<file path="config.mk">
export PLATFORM = sky130hd
export DESIGN_NAME = ansi_sgr_color_parser_unit
export DESIGN_NICKNAME = d
export VERILOG_FILES = /design/src/sv/asgr_pkg.sv /design/src/sv/ansi_sgr_color_parser_unit.sv
export SDC_FILE = /design/constraint.sdc
export NUM_CORES = 1
export LEC_CHECK = 0
export BUFFER_PORTS_ARGS = -buffer_cell sky130_fd_sc_hd__buf_2
export CAP_MARGIN = 20
export CORE_ASPECT_RATIO = 0.9
export CORE_MARGIN = 2
export CORE_UTILIZATION = 50
export DETAILED_ROUTE_END_ITERATION = 16
export PLACE_DENSITY = 0.77
export SYNTH_ARGS = -nofsm -noshare
export SYNTH_HDL_FRONTEND = slang
export SYNTH_SLANG_ARGS = --single-unit
</file>
<file path="constraint.sdc">
create_clock -name i_clk -period 8.49 [get_ports i_clk]
set_input_delay 1.698 -clock i_clk [delete_from_list [all_inputs] [get_ports i_clk]]
set_output_delay 1.698 -clock i_clk [all_outputs]
set_load 0.01 [all_outputs]
</file>
<file path="src/sv/asgr_pkg.sv">
// ----------------------------------------------------------------------------
// asgr_pkg
// shared types, character codes and the sgr code decoder for the parser
// ----------------------------------------------------------------------------
package asgr_pkg;

    localparam int MAX_PARAMS_DEF = 8;
    localparam int PARAM_W        = 14;
    localparam int COLOR_W        = 4;
    localparam int BYTE_W         = 8;

    // character codes
    localparam logic [BYTE_W-1:0] CH_ESC     = 8'h1B;
    localparam logic [BYTE_W-1:0] CH_LBRACK  = 8'h5B;
    localparam logic [BYTE_W-1:0] CH_SEMI    = 8'h3B;
    localparam logic [BYTE_W-1:0] CH_M       = 8'h6D;
    localparam logic [BYTE_W-1:0] CH_ZERO    = 8'h30;
    localparam logic [BYTE_W-1:0] CH_NINE    = 8'h39;

    localparam logic [PARAM_W-1:0] ACCUM_LIMIT   = 14'd1000;
    localparam logic [COLOR_W-1:0] DEFAULT_COLOR = 4'd7;

    // sgr codes
    localparam logic [PARAM_W-1:0] SGR_RESET     = 14'd0;
    localparam logic [PARAM_W-1:0] SGR_BOLD_ON   = 14'd1;
    localparam logic [PARAM_W-1:0] SGR_BOLD_OFF  = 14'd22;
    localparam logic [PARAM_W-1:0] SGR_FG_DEF    = 14'd39;
    localparam logic [PARAM_W-1:0] SGR_FG_LO     = 14'd30;
    localparam logic [PARAM_W-1:0] SGR_FG_LO_END = 14'd37;
    localparam logic [PARAM_W-1:0] SGR_FG_HI     = 14'd90;
    localparam logic [PARAM_W-1:0] SGR_FG_HI_END = 14'd97;

    // ansi color order to palette order
    localparam logic [2:0] SGR_LOW_MAP [8] = '{3'd0, 3'd4, 3'd2, 3'd6,
                                               3'd1, 3'd5, 3'd3, 3'd7};

    // one-hot sequencer states
    typedef enum logic [3:0] {
        ST_TEXT  = 4'b0001,
        ST_ESC   = 4'b0010,
        ST_CSI   = 4'b0100,
        ST_APPLY = 4'b1000
    } t_state;

    typedef struct packed {
        logic [COLOR_W-1:0] fg;
        logic               bold;
    } t_attr;

    function automatic t_attr apply_code(input logic [PARAM_W-1:0] code,
                                         input t_attr cur);
        t_attr              res;
        logic [PARAM_W-1:0] off_lo;
        logic [PARAM_W-1:0] off_hi;
        res    = cur;
        off_lo = code - SGR_FG_LO;
        off_hi = code - SGR_FG_HI;
        if (code == SGR_RESET) begin
            res.fg   = DEFAULT_COLOR;
            res.bold = 1'b0;
        end else if (code == SGR_BOLD_ON) begin
            res.bold = 1'b1;
        end else if (code == SGR_BOLD_OFF) begin
            res.bold = 1'b0;
        end else if (code == SGR_FG_DEF) begin
            res.fg = DEFAULT_COLOR;
        end else if (code >= SGR_FG_LO && code <= SGR_FG_LO_END) begin
            res.fg = {1'b0, SGR_LOW_MAP[off_lo[2:0]]};
        end else if (code >= SGR_FG_HI && code <= SGR_FG_HI_END) begin
            res.fg = {1'b1, SGR_LOW_MAP[off_hi[2:0]]};
        end
        return res;
    endfunction

endpackage

</file>
<file path="src/sv/ansi_sgr_color_parser_unit.sv">
// ----------------------------------------------------------------------------
// ansi_sgr_color_parser_unit
// byte stream parser for ESC [ ... m color sequences with color tagging
// ----------------------------------------------------------------------------
// Takes terminal output one byte per transfer on the slave stream and passes
// every ordinary byte to the master stream tagged with the effective 4-bit
// foreground color (bold lifts colors 0-7 to 8-15). ESC [ params m sequences
// are consumed without output. A terminating 'm' with parameters starts a
// walk over the stored parameters (at most MAX_PARAMS): the stored codes
// are walked one per cycle through the code decoder, and s_axis_tready
// stays low meanwhile. A finished byte sits in an output register, so the
// next byte is taken while it waits unless the register is full and the
// master side stalls.
// ----------------------------------------------------------------------------
module ansi_sgr_color_parser_unit #(
    parameter int MAX_PARAMS = asgr_pkg::MAX_PARAMS_DEF
) (
    input  logic        i_clk,
    input  logic        i_rst_n,
    // slave stream
    input  logic        s_axis_tvalid,
    output logic        s_axis_tready,
    input  logic [7:0]  s_axis_tdata,   // [7:0] byte_in
    // master stream
    output logic        m_axis_tvalid,
    input  logic        m_axis_tready,
    output logic [15:0] m_axis_tdata    // [7:0] char_out, [11:8] color_out, rest zero
);

    localparam int CNT_W = $clog2(MAX_PARAMS + 1);
    localparam int IDX_W = (MAX_PARAMS > 1) ? $clog2(MAX_PARAMS) : 1;
    localparam int PW    = asgr_pkg::PARAM_W;
    localparam int CW    = asgr_pkg::COLOR_W;
    localparam logic [CNT_W-1:0] CNT_MAX = CNT_W'(MAX_PARAMS);

    // control state
    asgr_pkg::t_state r_state, n_state;
    asgr_pkg::t_attr  r_attr, n_attr;
    logic [CNT_W-1:0] r_count, n_count;
    logic [IDX_W-1:0] r_walk_idx, n_walk_idx;
    logic [PW-1:0]    r_accum, n_accum;
    logic             r_seen, n_seen;
    logic             r_m_valid, n_m_valid;
    // payload
    logic [7:0]       r_char, n_char;
    logic [CW-1:0]    r_color, n_color;

    // parameter store, written at the fill count, read at the walk index
    logic [PW-1:0]    r_params [MAX_PARAMS];
    logic             wr_en;
    logic [IDX_W-1:0] wr_idx;
    logic [PW-1:0]    wr_data;

    logic             in_xfer;
    logic [7:0]       ch;
    logic             is_digit;
    logic [PW-1:0]    digit_val;
    logic [PW-1:0]    accum_x10;
    logic             walk_last;
    logic [PW-1:0]    walk_code;

    // input is taken only while not walking and the output slot can take a byte
    assign s_axis_tready = (r_state != asgr_pkg::ST_APPLY) && (!r_m_valid || m_axis_tready);
    assign in_xfer       = s_axis_tvalid && s_axis_tready;
    assign ch            = s_axis_tdata;

    assign is_digit  = (ch >= asgr_pkg::CH_ZERO) && (ch <= asgr_pkg::CH_NINE);
    assign digit_val = PW'(ch - asgr_pkg::CH_ZERO);
    // accum < 1000 whenever this is used, so x10 fits the field
    assign accum_x10 = PW'({r_accum, 3'b000}) + PW'({r_accum, 1'b0});

    assign walk_code = r_params[r_walk_idx];
    assign walk_last = (CNT_W'(r_walk_idx) + CNT_W'(1)) == r_count;

    always_comb begin
        n_state    = r_state;
        n_attr     = r_attr;
        n_count    = r_count;
        n_walk_idx = r_walk_idx;
        n_accum    = r_accum;
        n_seen     = r_seen;
        n_char     = r_char;
        n_color    = r_color;
        wr_en      = 1'b0;
        wr_idx     = r_count[IDX_W-1:0];
        wr_data    = r_seen ? r_accum : '0;

        // output slot drains on a master transfer
        n_m_valid = r_m_valid && !m_axis_tready;

        unique case (r_state)
            asgr_pkg::ST_TEXT: begin
                if (in_xfer) begin
                    if (ch == asgr_pkg::CH_ESC) begin
                        n_state = asgr_pkg::ST_ESC;
                    end else begin
                        n_m_valid = 1'b1;
                        n_char    = ch;
                        // bold lifts the low eight colors
                        n_color   = {r_attr.fg[CW-1] | r_attr.bold, r_attr.fg[CW-2:0]};
                    end
                end
            end
            asgr_pkg::ST_ESC: begin
                if (in_xfer) begin
                    if (ch == asgr_pkg::CH_LBRACK) begin
                        n_state = asgr_pkg::ST_CSI;
                        n_count = '0;
                        n_accum = '0;
                        n_seen  = 1'b0;
                    end else begin
                        n_state = asgr_pkg::ST_TEXT;
                    end
                end
            end
            asgr_pkg::ST_CSI: begin
                if (in_xfer) begin
                    if (is_digit) begin
                        n_seen = 1'b1;
                        if (r_accum < asgr_pkg::ACCUM_LIMIT) begin
                            n_accum = accum_x10 + digit_val;
                        end
                    end else if (ch == asgr_pkg::CH_SEMI || ch == asgr_pkg::CH_M) begin
                        if (ch == asgr_pkg::CH_M && r_count == '0 && !r_seen) begin
                            // bare terminator: full attribute reset
                            n_attr  = asgr_pkg::apply_code(asgr_pkg::SGR_RESET, r_attr);
                            n_state = asgr_pkg::ST_TEXT;
                        end else begin
                            if (r_count < CNT_MAX) begin
                                wr_en   = 1'b1;
                                n_count = r_count + CNT_W'(1);
                            end
                            n_accum = '0;
                            n_seen  = 1'b0;
                            if (ch == asgr_pkg::CH_M) begin
                                n_state    = asgr_pkg::ST_APPLY;
                                n_walk_idx = '0;
                            end
                        end
                    end else begin
                        // anything else aborts the sequence
                        n_state = asgr_pkg::ST_TEXT;
                    end
                end
            end
            asgr_pkg::ST_APPLY: begin
                // one stored code per cycle through the code decoder
                n_attr     = asgr_pkg::apply_code(walk_code, r_attr);
                n_walk_idx = r_walk_idx + IDX_W'(1);
                if (walk_last) begin
                    n_state = asgr_pkg::ST_TEXT;
                end
            end
            default: begin
                n_state = asgr_pkg::ST_TEXT;
            end
        endcase
    end

    always_ff @(posedge i_clk) begin
        if (!i_rst_n) begin
            r_state    <= asgr_pkg::ST_TEXT;
            r_attr     <= '{fg: asgr_pkg::DEFAULT_COLOR, bold: 1'b0};
            r_count    <= '0;
            r_walk_idx <= '0;
            r_accum    <= '0;
            r_seen     <= 1'b0;
            r_m_valid  <= 1'b0;
        end else begin
            r_state    <= n_state;
            r_attr     <= n_attr;
            r_count    <= n_count;
            r_walk_idx <= n_walk_idx;
            r_accum    <= n_accum;
            r_seen     <= n_seen;
            r_m_valid  <= n_m_valid;
        end
    end

    always_ff @(posedge i_clk) begin
        r_char  <= n_char;
        r_color <= n_color;
    end

    always_ff @(posedge i_clk) begin
        if (wr_en) begin
            r_params[wr_idx] <= wr_data;
        end
    end

    assign m_axis_tvalid = r_m_valid;
    assign m_axis_tdata  = {4'b0000, r_color, r_char};

    // the walk never reads past the filled part of the store
    a_walk_in_range: assert property (@(posedge i_clk) disable iff (!i_rst_n)
        r_state == asgr_pkg::ST_APPLY |-> CNT_W'(r_walk_idx) < r_count)
        else $error("walk index beyond stored parameters");

    a_count_bound: assert property (@(posedge i_clk) disable iff (!i_rst_n)
        r_count <= CNT_MAX)
        else $error("parameter count overflow");

    // a new result is only produced from plain text
    a_out_from_text: assert property (@(posedge i_clk) disable iff (!i_rst_n)
        $rose(r_m_valid) |-> $past(r_state) == asgr_pkg::ST_TEXT)
        else $error("result produced outside text state");

    // the walk stores nothing and takes no input
    a_walk_no_write: assert property (@(posedge i_clk) disable iff (!i_rst_n)
        r_state == asgr_pkg::ST_APPLY |-> !wr_en && !s_axis_tready)
        else $error("store written or input taken during walk");

    a_walk_enter: assert property (@(posedge i_clk) disable iff (!i_rst_n)
        r_state != asgr_pkg::ST_APPLY ##1 r_state == asgr_pkg::ST_APPLY
            |-> $past(r_state) == asgr_pkg::ST_CSI && r_count != '0)
        else $error("walk entered without stored parameters");

endmodule
</file>
Yosys cells after proc, flatten, opt, wreduce, memory -nomap -nowiden:

Memories as Yosys holds them, arrays and structs flattened. A register that Yosys moved wholly into a read port is not among the register bits.
Cells that the tools add are included.

* bitwise logic cells: 4
* multiplexer cells: 71
* reductions and logical operators: 25
* eq/ne operators: 33
* add/subtract/negate cells: 8
* magnitude comparators: 10

Operator list (count)
* $mux 14: 8
* $mux 4: 21
* $mux 3: 12
* $add 14x14->14: 2
* $pmux 14 s2: 1
* $mux 5: 5
* $ne 2x2->1 const B: 12
* $mux 1: 19
* $reduce_and 6->1: 3
* $eq 8x7->1 const B: 2
* $pmux 4 s4: 1
* $reduce_and 8->1: 2
* $ne 3x3->1 const B: 5
* $eq 14x1->1 const B: 1
* $eq 14x5->1 const B: 1
* $eq 14x6->1 const B: 1
* $ge 14x5->1 const B: 1
* $ge 14x7->1 const B: 1
* $le 14x6->1 const B: 1
* $le 14x7->1 const B: 1
* $logic_not 14->1: 1
* $lt 14x10->1 const B: 1
* $reduce_and 7->1: 2
* $ne 4x4->1 const B: 3
* other kinds (31): 44

* memories: 3
* memory bits (writable): 112
* output and inout bits: 18
* flip-flop bits (word level): 44
* input port bits: 12
* memory bits (read-only): 48

Memories
* r_params: words 8, width 14, rd ports 1, clocked after Yosys merged registers in 1, wr ports 1, RTL line ansi_sgr_color_parser_unit.sv:49 `logic [PW-1:0] r_params [MAX_PARAMS];`
* (name not given): words 8, width 3, rd ports 1, clocked after Yosys merged registers in 0, wr ports 0, RTL line asgr_pkg.sv:70 `res.fg = {1'b1, SGR_LOW_MAP[off_hi[2:0]]};`
* (name not given): words 8, width 3, rd ports 1, clocked after Yosys merged registers in 0, wr ports 0, RTL line asgr_pkg.sv:68 `res.fg = {1'b0, SGR_LOW_MAP[off_lo[2:0]]};`

Longest topological paths before layout:

* depth after elaboration: 12
* gate-level depth with buffers: 13
* gate-level depth less buffers: 12

Worst setup path after synthesis:

No wires, ideal clock.

* path type: input to register
* from: in s_axis_tdata[4]
* to: reg r_accum[11]
* path slack: 4.070 ns
* arrival: 4.302 ns
* data required time: 8.373 ns
* stages: 10
* path through: ha_1 > nor3_1 > fa_1 > ha_1 > a21oi_1 > nor2b_1 > a41oi_1 > nand2b_1 > xor2_1 > a32o_1

* word-level cells in the longest chain between the ends: 6

RTL lines
* from (decl): RTL line ansi_sgr_color_parser_unit.sv:23 `input logic [7:0] s_axis_tdata,`
* $sub 8x6->9: RTL line ansi_sgr_color_parser_unit.sv:68 `assign digit_val = PW'(ch - asgr_pkg::CH_ZERO);`
* $add 14x14->14: RTL line ansi_sgr_color_parser_unit.sv:121 `n_accum = accum_x10 + digit_val;`
* $mux 14: RTL line ansi_sgr_color_parser_unit.sv:120 `if (r_accum < asgr_pkg::ACCUM_LIMIT) begin`
* $mux 14: RTL line ansi_sgr_color_parser_unit.sv:118 `if (is_digit) begin`
* $mux 14: RTL line ansi_sgr_color_parser_unit.sv:117 `if (in_xfer) begin`
* $pmux 14 s2: RTL line ansi_sgr_color_parser_unit.sv:91 `unique case (r_state)`
* to (signal assigned): RTL line ansi_sgr_color_parser_unit.sv:174 `r_accum <= n_accum;`
* to (decl): RTL line ansi_sgr_color_parser_unit.sv:41 `logic [PW-1:0] r_accum, n_accum;`

Several ways; a longest one is shown, not always the timed one. The select of a mux whose other input is x is not followed.
A chain may end at the register's enable or synchronous reset.

Worst setup path after layout:

Ends and elaborated chain as after synthesis.

==> impl_results.md <==
- Dpl cells: 780
- Endpoints failing hold: 0
- Critical Path Max Stage Delay: 0.74 ns
- DR vias/cell: 5.84
- Die ar.: about 16000 sq um
- Largest net degree at the start of global routing: 34
- Max Clock Skew: 0.00965 ns
- Pwr Density: 201 nW/um^2
- Area of placed instances: 7790 sq um
- Seq cells post-synth: 159
- Final min period: 4.54 ns
- Slew Viols, Final: 0
- Post-CTS Resized: 0
- Layout cells sized above 1: 15.9%
- Crit share post-route: between 50% and 60%
- Initial drt markers: 378
- Cell chain of the critical path: buf_2, ha_1, nor3_1, fa_1, ha_1, a21oi_1, nor2b_1, a41oi_1, nand2b_1, xor2_1, a32o_1
- Hold-fix buffers, CTS: 0
- Crit end category: register
- Cells after Synth: 568
- Normalized max-slew margin: 27.9%
- CP delay by family, top: adder cells
- Number of I/O port buffers: 25
- Crit path max-delay cell type: nor3_1
- Static leakage: 2.67 nW
- CORE AREA: between 10000 and 15000 sq um
- Grt total ovfl: 0
- Die Y: 120 um
- CP Max Fanout: 6
- Arrival @ worst endpoint: ~4.9 ns
- Slew @ Worst Pin: 1.08 ns
- GPL Wtd Cong: 0.907
- FMAX: 220 MHz
- Hold slack final: 0.432 ns
- Async S/R FF share, synth: 0%
- Die width: 133 um
- Synthesis Warnings: 0
- Clock root buffer: clkbuf_16
- R2R Path Start: r_state[2]
- CP Buf/Inv Count: 1
- Final non-filler cell area: 8370 sq um
- DRC: 0
- Outcome: completed
- Synthesized area per cell: 13.1 sq um
- Crit start category: input port
- 1st-pass router iterations: 5
- Post-synth EDFFs: 124
- Vias in the first global route: 4821
- Highest-count cells in the layout ignoring fill and taps: edfxtp_1 (124), nor2_1 (38), dfxtp_1 (35)
- Row count: between 40 and 50
- Initial antenna violation count: 0
- RSZ-0062 raised after global routing: false
- Most common cell after layout, fill and taps aside: edfxtp_1
- Total number of vias: 4748
- GR peak layer: met2
- CTS sink count: 159
- Seq/Total Area, Yosys: 59.4%
- Crit Path Class: in -> reg
- Worst-skew pair later-pin latency: 0.42 ns
- Clk buf depth: 2
- Number of buffers created by CTS: 17
- Netlist Area Pre-Place: 7450 sq um
- Most common cell type on the critical path: ha_1
- Req. time, crit path: around 9 ns
- Hold EP: r_color[0]
- Max-cap viol count: 0
- Hold Crit Class: reg -> reg
- Worst IR Drop VDD: 191 uV
- Hold Startpoint: r_attr[1]
- Reg clk slew, reported paths: 0.06 ns
- DR WL/cell: 18.5 um
- Final setup viols: 0
- Post-route ant nets: 0
- Global-route wire length before repair: 24.5 mm
- Initial core utilization: 50.8%
- H-tree depth: 4
- Ant. Diodes: 0
- M2 GR Usage: approximately 33%
- Layout area overhead: 12.4%
- IO Count: 30
- Synth unique cells: 70
- Layout Cells excl Fill: 813
- Final #Nets: 645
- R2R cell count: 6
- DP HPWL: slightly above 10 mm
- Hold depth: 0
- CTS tree: yes
- Drt total wl: 15.1 mm
- Global Route Usage Sum: around a fifth
- FF-to-FF setup slack: around 5.4 ns
- Met3 Usage GRT: 6.29%
- Primary FF master, synth: edfxtp_1
- R2R Path End: r_params[1][10]
- Met1 Track Usage GR: 25.6%
- Setup TNS: 0 ns
- Postcts setup bufs: 0
[how the worst max path moves through the flow]
stage	end	slack, ns	depth (start not counted)	startpoint
after detailed placement	r_accum[11]	3.53	11	s_axis_tdata[4]
final	r_accum[11]	3.95	11	s_axis_tdata[4]
after global placement	r_accum[11]	3.73	11	s_axis_tdata[4]
after CTS	r_accum[11]	3.98	11	s_axis_tdata[4]
after floorplan	r_accum[11]	4.07	10	s_axis_tdata[4]
after global routing	r_accum[11]	3.82	11	s_axis_tdata[4]
[final cells by class]
| type | instances | area (sq um) |
|---|---|---|
| clock buffer | 19 | 433 |
| inverter | 14 | 52.6 |
| clock inverter | 13 | 138 |
| fill | 1123 | 6290 |
| sequential | 159 | 4420 |
| multi-input combinational | 374 | 2860 |
| tap | 198 | 248 |
| timing repair buffer | 36 | 215 |
[report_power, final]
part / total, mW / internal (mW) / switching [mW]
Combinational: 0.0916 / 0.0366 / 0.0549
Clock: 0.733 / 0.433 / 0.300
Sequential: 0.856 / 0.846 / 0.0104
[registers in the layout, summed over array words and instances (netlist names), named ones only]
| name | count |
|---|---|
| r_params | 112 |
| r_accum | 14 |
| r_char | 8 |
| r_attr | 5 |
| r_color | 4 |
| r_count | 4 |
| r_state | 4 |
| r_walk_idx | 3 |
| m_axis_tvalid | 1 |
| r_seen | 1 |
[Yosys cell counts (all sizes together) (2+ instances only)]
cell	n	share of area (%)
a211oi	2	0.20
a21boi	4	0.40
a21o	4	0.40
a21oi	16	1.2
a221oi	3	0.35
a22oi	12	1.3
a31oi	6	0.50
a32o	2	0.27
a41oi	3	0.35
and2	21	1.8
and3	7	0.59
buf	13	1.2
clkbuf	11	0.55
dfxtp	35	9.4
edfxtp	124	50
fa	11	3.0
ha	20	3.4
inv	14	0.71
mux2	9	1.4
mux2i	12	1.7
mux4	8	2.4
nand2	32	1.6
nand2b	4	0.34
nand3	10	0.67
nand3b	4	0.40
nand4	4	0.34
nor2	38	1.9
nor2b	21	1.8
nor3	17	1.1
nor4	8	0.67
nor4b	8	1.2
o2111ai	2	0.24
o211ai	4	0.47
o21a	5	0.50
o21ai	23	1.5
o21bai	2	0.20
o221ai	3	0.52
o311ai	2	0.44
o31ai	3	0.30
or2	5	0.42
or3	2	0.17
xnor2	10	1.2
xor2	9	1.1
[stage by stage]
stage	setup WS [ns]	utilization [%]	power [mW]
global placement	3.73	53.1	0.959
detailed placement	3.53	53.1	0.963
CTS	3.98	57.0	1.69
global route	3.82	57.1	1.73
floorplan	4.07	-	0.938
finish	3.95	57.1	1.68
[logic make-up (layout without fill, tap and decap cells)]
family	after synthesis	after routing	share of synthesized area [%]
AO/OA/AOI/OAI	106	106	10.6
XOR/XNOR	19	19	2.23
adder cells (fa/ha/maj)	31	31	6.31
buffers and inverters	38	82	2.47
flip-flops	159	159	59.4
multiplexers	29	29	5.49
other	1	4	0.0503
AND/OR/NAND/NOR	185	185	13.5
[layer usage]
metal | vias up | routed length, um | share of wire [%]
li1 | 2212 | - | -
met1 | 2366 | 6560 | 44
met2 | 150 | 7460 | 50
met3 | 20 | 854 | 5.7
met4 | 0 | 182 | 1.2
met5 | - | 0 | 0
[worst reg2reg max path, delay by kind of cell, from the launching register on]
| family | cells | cell delay (ns) |
|---|---|---|
| DFF | 1 | 0.50 |
| and+or+nand+nor | 5 | 2.03 |
| buffers and inverters | 1 | 0.28 |
Note: power is estimated with default switching activity, not from simulation.
